===== config.mk =====
export PLATFORM = sky130hd
export DESIGN_NAME = dnmt_addr_mem
export DESIGN_NICKNAME = d
export VERILOG_FILES = /design/src/rtl/dnmt_pkg.sv /design/src/rtl/dnmt_addr_mem.sv
export SDC_FILE = /design/constraint.sdc
export NUM_CORES = 2
export LEC_CHECK = 0
export BUFFER_PORTS_ARGS = -buffer_cell sky130_fd_sc_hd__buf_2
export CORE_ASPECT_RATIO = 1.5
export CORE_UTILIZATION = 60
export DETAILED_ROUTE_END_ITERATION = 16
export PLACE_DENSITY = 0.86
export SYNTH_ARGS = -nofsm -noshare
export SYNTH_HDL_FRONTEND = slang
export SYNTH_SLANG_ARGS = --single-unit

===== constraint.sdc =====
create_clock -name clk -period 9.3 [get_ports clk]
set_input_delay 0.465 -clock clk [delete_from_list [all_inputs] [get_ports clk]]
set_output_delay 0.465 -clock clk [all_outputs]
set_load 0.03 [all_outputs]

===== src/rtl/dnmt_pkg.sv =====
// shared constants, codes and helpers for the domain name match table
// no dependencies; used by every other file of the block but dnmt_if
`default_nettype none
package dnmt_pkg;

  localparam int ENTRIES  = 64;
  localparam int NAME_LEN = 256;
  localparam int POS_W    = $clog2(NAME_LEN);
  localparam int CNT_W    = $clog2(ENTRIES + 1);
  localparam int IDX_W    = (ENTRIES > 1) ? $clog2(ENTRIES) : 1;

  typedef enum logic [1:0] {
    OP_CLEAR  = 2'd0,
    OP_INSERT = 2'd1,
    OP_LOOKUP = 2'd2,
    OP_NONE   = 2'd3
  } opcode_t;

  typedef enum logic [2:0] {
    ST_MISS    = 3'd0,
    ST_HIT     = 3'd1,
    ST_BLOCKED = 3'd2,
    ST_ADDED   = 3'd3,
    ST_UPDATED = 3'd4,
    ST_IGNORED = 3'd5
  } status_t;

  typedef enum logic [1:0] {
    S_IDLE,
    S_CMP,
    S_HIT,
    S_RES
  } state_t;

  // ascii upper case to lower case, other bytes as they are
  function automatic logic [7:0] fold_case(input logic [7:0] c);
    logic [7:0] r;
    r = c;
    if (c >= 8'h41 && c <= 8'h5a) begin
      r = c + 8'd32;
    end
    return r;
  endfunction

endpackage
`default_nettype wire


===== src/rtl/dnmt_addr_mem.sv =====
// per-entry address memory, one write and one registered read port
// depends on dnmt_pkg for ENTRIES and IDX_W
`default_nettype none
module dnmt_addr_mem (
  input  wire logic                       clk,
  input  wire logic                       rd_en,
  input  wire logic [dnmt_pkg::IDX_W-1:0] rd_idx,
  output      logic [31:0]                rd_data,
  input  wire logic                       wr_en,
  input  wire logic [dnmt_pkg::IDX_W-1:0] wr_idx,
  input  wire logic [31:0]                wr_data
);
  logic [31:0] mem [dnmt_pkg::ENTRIES];

  always_ff @(posedge clk) begin
    if (wr_en) begin
      mem[wr_idx] <= wr_data;
    end
    if (rd_en) begin
      rd_data <= mem[rd_idx];
    end
  end
endmodule
`default_nettype wire


After elaboration in Yosys (flattened, before gate mapping)
Memory sizes are Yosys's and may differ from the RTL's. A register that Yosys moved wholly into a read port is not among the register bits.
Index checks and enable logic that the tools add are counted.
Storage, ports and cells
  memories: 1
  output and inout port bits: 32
  input bits: 47
  logic and storage cells: 3
  bits in writable memories: 2048
  register bits after elaboration: 0
Memories
  mem: depth 64, width 32, read ports 1, clocked after memory_dff 1, wr ports 1, RTL line dnmt_addr_mem.sv:13  | logic [31:0] mem [dnmt_pkg::ENTRIES];
Operators by class
  mux-type cells: 2
Operator list (number)
  $mux W1: 2

Logic depth before layout (Yosys ltp)
  depth in word-level cells: 2
  mapped depth: 10
  depth with buffers taken out: 5

Worst setup path before layout
Ideal clock, no wire load.
  kind: input-to-reg
  start point: input port wr_idx[3] (netlist name)
  end point: memory mem[48][0], enable pin
  library setup time: 461 ps
  buffers on the path: 1
  arrival time: 3164 ps
  required time: 8839 ps
  path slack: 5675 ps
  stages on the path: 4
  path through: clkbuf_1 -> nor2b_1 -> nand4b_1 -> nor3_1
RTL lines
  start: declaration: RTL line dnmt_addr_mem.sv:10  | input wire logic [dnmt_pkg::IDX_W-1:0] wr_idx,
  end: declaration: RTL line dnmt_addr_mem.sv:13
Straight into the memory's write port.

==> impl_results.md <==
* P&R area growth vs syn at 10.9%
* Post-route ant nets at 0
* Final Setup Violations at 0
* Crit start category: input port
* Core area at 130000 µm²
* Reg2reg start: mem[32][17]
* Reg2reg end: rd_data[17]
* Worst-path clk slew at 0.07 ns
* TritonCTS clock tree: done
* Final Power at 18.8 mW
* Internal power at 14.6 mW
* Hold_sp: wr_data[4]
* Worst Skew at 0.0344 ns
* I/O Pins at 79
* PostCTS Resize Cnt at 0
* Placed Cells at 5052
* Cell Area, Synth at 78800 µm²
* Worst Hold End: mem[1][4]
* R2R Setup Slk at 6.24 ns
* Mean Syn Cell Area at 23.7 µm²
* Die Wd at 298 µm
* Period utilization at 0.420
* Largest net degree at the start of global routing at 138
* Setup Buffers After CTS at 0
* Vias in the first global route at 41500
* Routability Congestion at 0.879
* Failing checks: max-capacitance violations, max-slew violations
* CTS H-tree lvls at 4
* Switch share at 0.222
* Critical path peak fanout at 72
* CTS Buffer Depth at 3
* Clock Latency Late Sink at 0.83 ns
* Max-cap violations at 1
* Most frequent cells in the layout: edfxtp_1, mux4_2, clkbuf_16, buf_4, mux2i_1
* Setup TNS at 0 ns
* Total Routed Length at 231000 µm
* WS Path Type: in2reg
* Die height at 446 µm
* Syn. warnings at 0
* Worst Tran Pin Value at 1.52 ns
* Arr. time, crit path at 4.55 ns
* Sequential share of power at 0.555
* Critical path data required time at 9.94 ns
* Initial antenna violation count at 14
* Final min period at 3.91 ns
* Worst vdd ir at 0.182 mV
* F_max at 256 MHz
* Status: finished, violations left
* Commonest non-fill, non-tap cell in the layout: edfxtp_1
* Residual DRC at 0
* # clock sinks at 2080
* Worst setup margin at 5.39 ns
* Number of library cell types mapped by synthesis at 33
* Worst Reg2Reg Path Length in Cells at 5
* Yosys reg bits at 2080
* Starting density of the core at 0.606
* Via count at 40300
* Hold path depth at 2
* Hold_ws at 0.347 ns
* Power share of the clock group at 0.389
* Power density over the cells at 215 nW/µm²
* Syn Inst Count at 3324
* Routed WL per cell at 43.1 µm
* Layout Nets at 3548
* Initial DRC Count at 7579
* Sequential area share after synthesis at 0.792
* Total congestion overflow at 0
* RSZ-0062 raised after global routing: no
* Hold Buf Count CTS at 0
* Final hold vios at 0
* Final Max Tran Viols at 2
* Post-DP HPWL at 114000 µm
* First-pass GRT wire length at 319000 µm
* Hold WC Path Type: in2reg
* Syn nets at 3371
* Share of layout cells above drive strength 1 at 0.292
* Logic pwr share at 0.056
* Leak Pwr at 27.0 nW
* 1st-pass router iterations at 14
* Net Sw Power at 4.17 mW
* Cell chosen for the clock root: clkbuf_16
* Total GRT Usage at 0.355
* IO Port Bufs at 78
* Rel. slew slack at -0.0163
* Die area at 133000 µm²
* Post-Layout Cell Count at 5365
* CP Capture Type: flip-flop
* FP Rows at 162
* Post-Place Setup Slack at 4.89 ns
* Via density at 7.52
* TritonCTS Buffers at 168
[through the flow]
step                 util  instance area, µm²
floorplan               -               78800
global placement    0.629               81900
detailed placement  0.629               81900
CTS                 0.671               87400
global route        0.672               87400
finish              0.672               87400
[state kept, by name (all words and copies together), names as in the netlist]
name and flops:
mem 2048, rd_data 32
[Yosys cell counts]
master | n | area (µm²)
edfxtp_1 | 2080 | 62500
or3b_1 | 2 | 17.5
and3_1 | 4 | 25.0
or2_1 | 1 | 6.26
buf_6 | 5 | 56.3
nand3_1 | 5 | 25.0
a22oi_1 | 12 | 90.1
a41o_1 | 4 | 40.0
nand4_1 | 2 | 12.5
and2_1 | 2 | 12.5
or2_2 | 1 | 6.26
a311oi_1 | 8 | 70.1
nand3b_1 | 5 | 37.5
buf_2 | 57 | 285
a31oi_1 | 1 | 6.26
mux2i_1 | 93 | 931
nor3_1 | 7 | 35.0
nor2b_1 | 15 | 93.8
a21oi_1 | 62 | 310
buf_1 | 21 | 78.8
nand2_1 | 26 | 97.6
mux4_2 | 544 | 12300
or3b_2 | 3 | 26.3
o221ai_1 | 27 | 236
nor2_1 | 137 | 514
nand2b_1 | 8 | 50.1
o22ai_1 | 84 | 526
o32ai_1 | 4 | 35.0
or2_0 | 1 | 6.26
nand4b_1 | 1 | 8.76
buf_4 | 25 | 188
clkbuf_1 | 74 | 278
or3_1 | 3 | 18.8
[worst max-delay path: stages]
cell and delay [ns]:
buf_4 0.16, buf_4 0.60, buf_12 0.47, or3b_1 0.69, o221ai_1 0.35, a21oi_1 1.06, a21oi_1 0.35, nor2_1 0.24
[logic make-up (layout without fill, tap and decap cells)]
logic type,Yosys count,count (layout),share of synthesized area
AO/OA/AOI/OAI,202,202,0.0167
buffers and inverters,182,494,0.0112
flip-flops,2080,2080,0.792
multiplexers,637,637,0.167
other,0,7,0
AND/OR/NAND/NOR,223,223,0.0126
[power by group through the flow]
| stage | registers, mW | logic, mW | clock network [mW] |
|---|---|---|---|
| floorplan | 10.6 | 0.505 | 0 |
| global placement | 10.6 | 0.948 | 0 |
| detailed placement | 10.6 | 0.981 | 0 |
| CTS | 10.4 | 1.02 | 7.30 |
| global route | 10.4 | 1.06 | 7.61 |
| finish | 10.4 | 1.06 | 7.30 |
[worst max path at each step]
stage	start	end	slack (ns)	depth (start not counted)
3_5_place_dp	rd_idx[0]	rd_data[29]	4.89	7
5_1_grt	rd_idx[0]	rd_data[29]	5.49	7
3_3_place_gp	rd_idx[0]	rd_data[29]	4.94	7
2_1_floorplan	wr_idx[3]	mem[48][0]	5.68	4
4_1_cts	rd_idx[0]	rd_data[29]	5.64	7
6_report	rd_idx[3]	rd_data[29]	5.39	8
[per-layer routing]
metal | share of wire | global-route usage | routed length, µm
met5 | 0.00031 | 0 | 71
met4 | 0.099 | 0.284 | 22900
met3 | 0.13 | 0.0974 | 30600
met2 | 0.48 | 0.564 | 112000
met1 | 0.29 | 0.407 | 66000
[area by class of cell]
type	count	area, µm²
Timing Repair Buffer	189	1330
Sequential cell	2080	62500
Multi-Input combinational cell	1062	16000
Fill cell	7151	42700
Antenna cell	7	17.5
Clock buffer	190	4390
Tap cell	1722	2150
Clock inverter	115	1080
No activity file was read; power rests on OpenSTA's default activity.
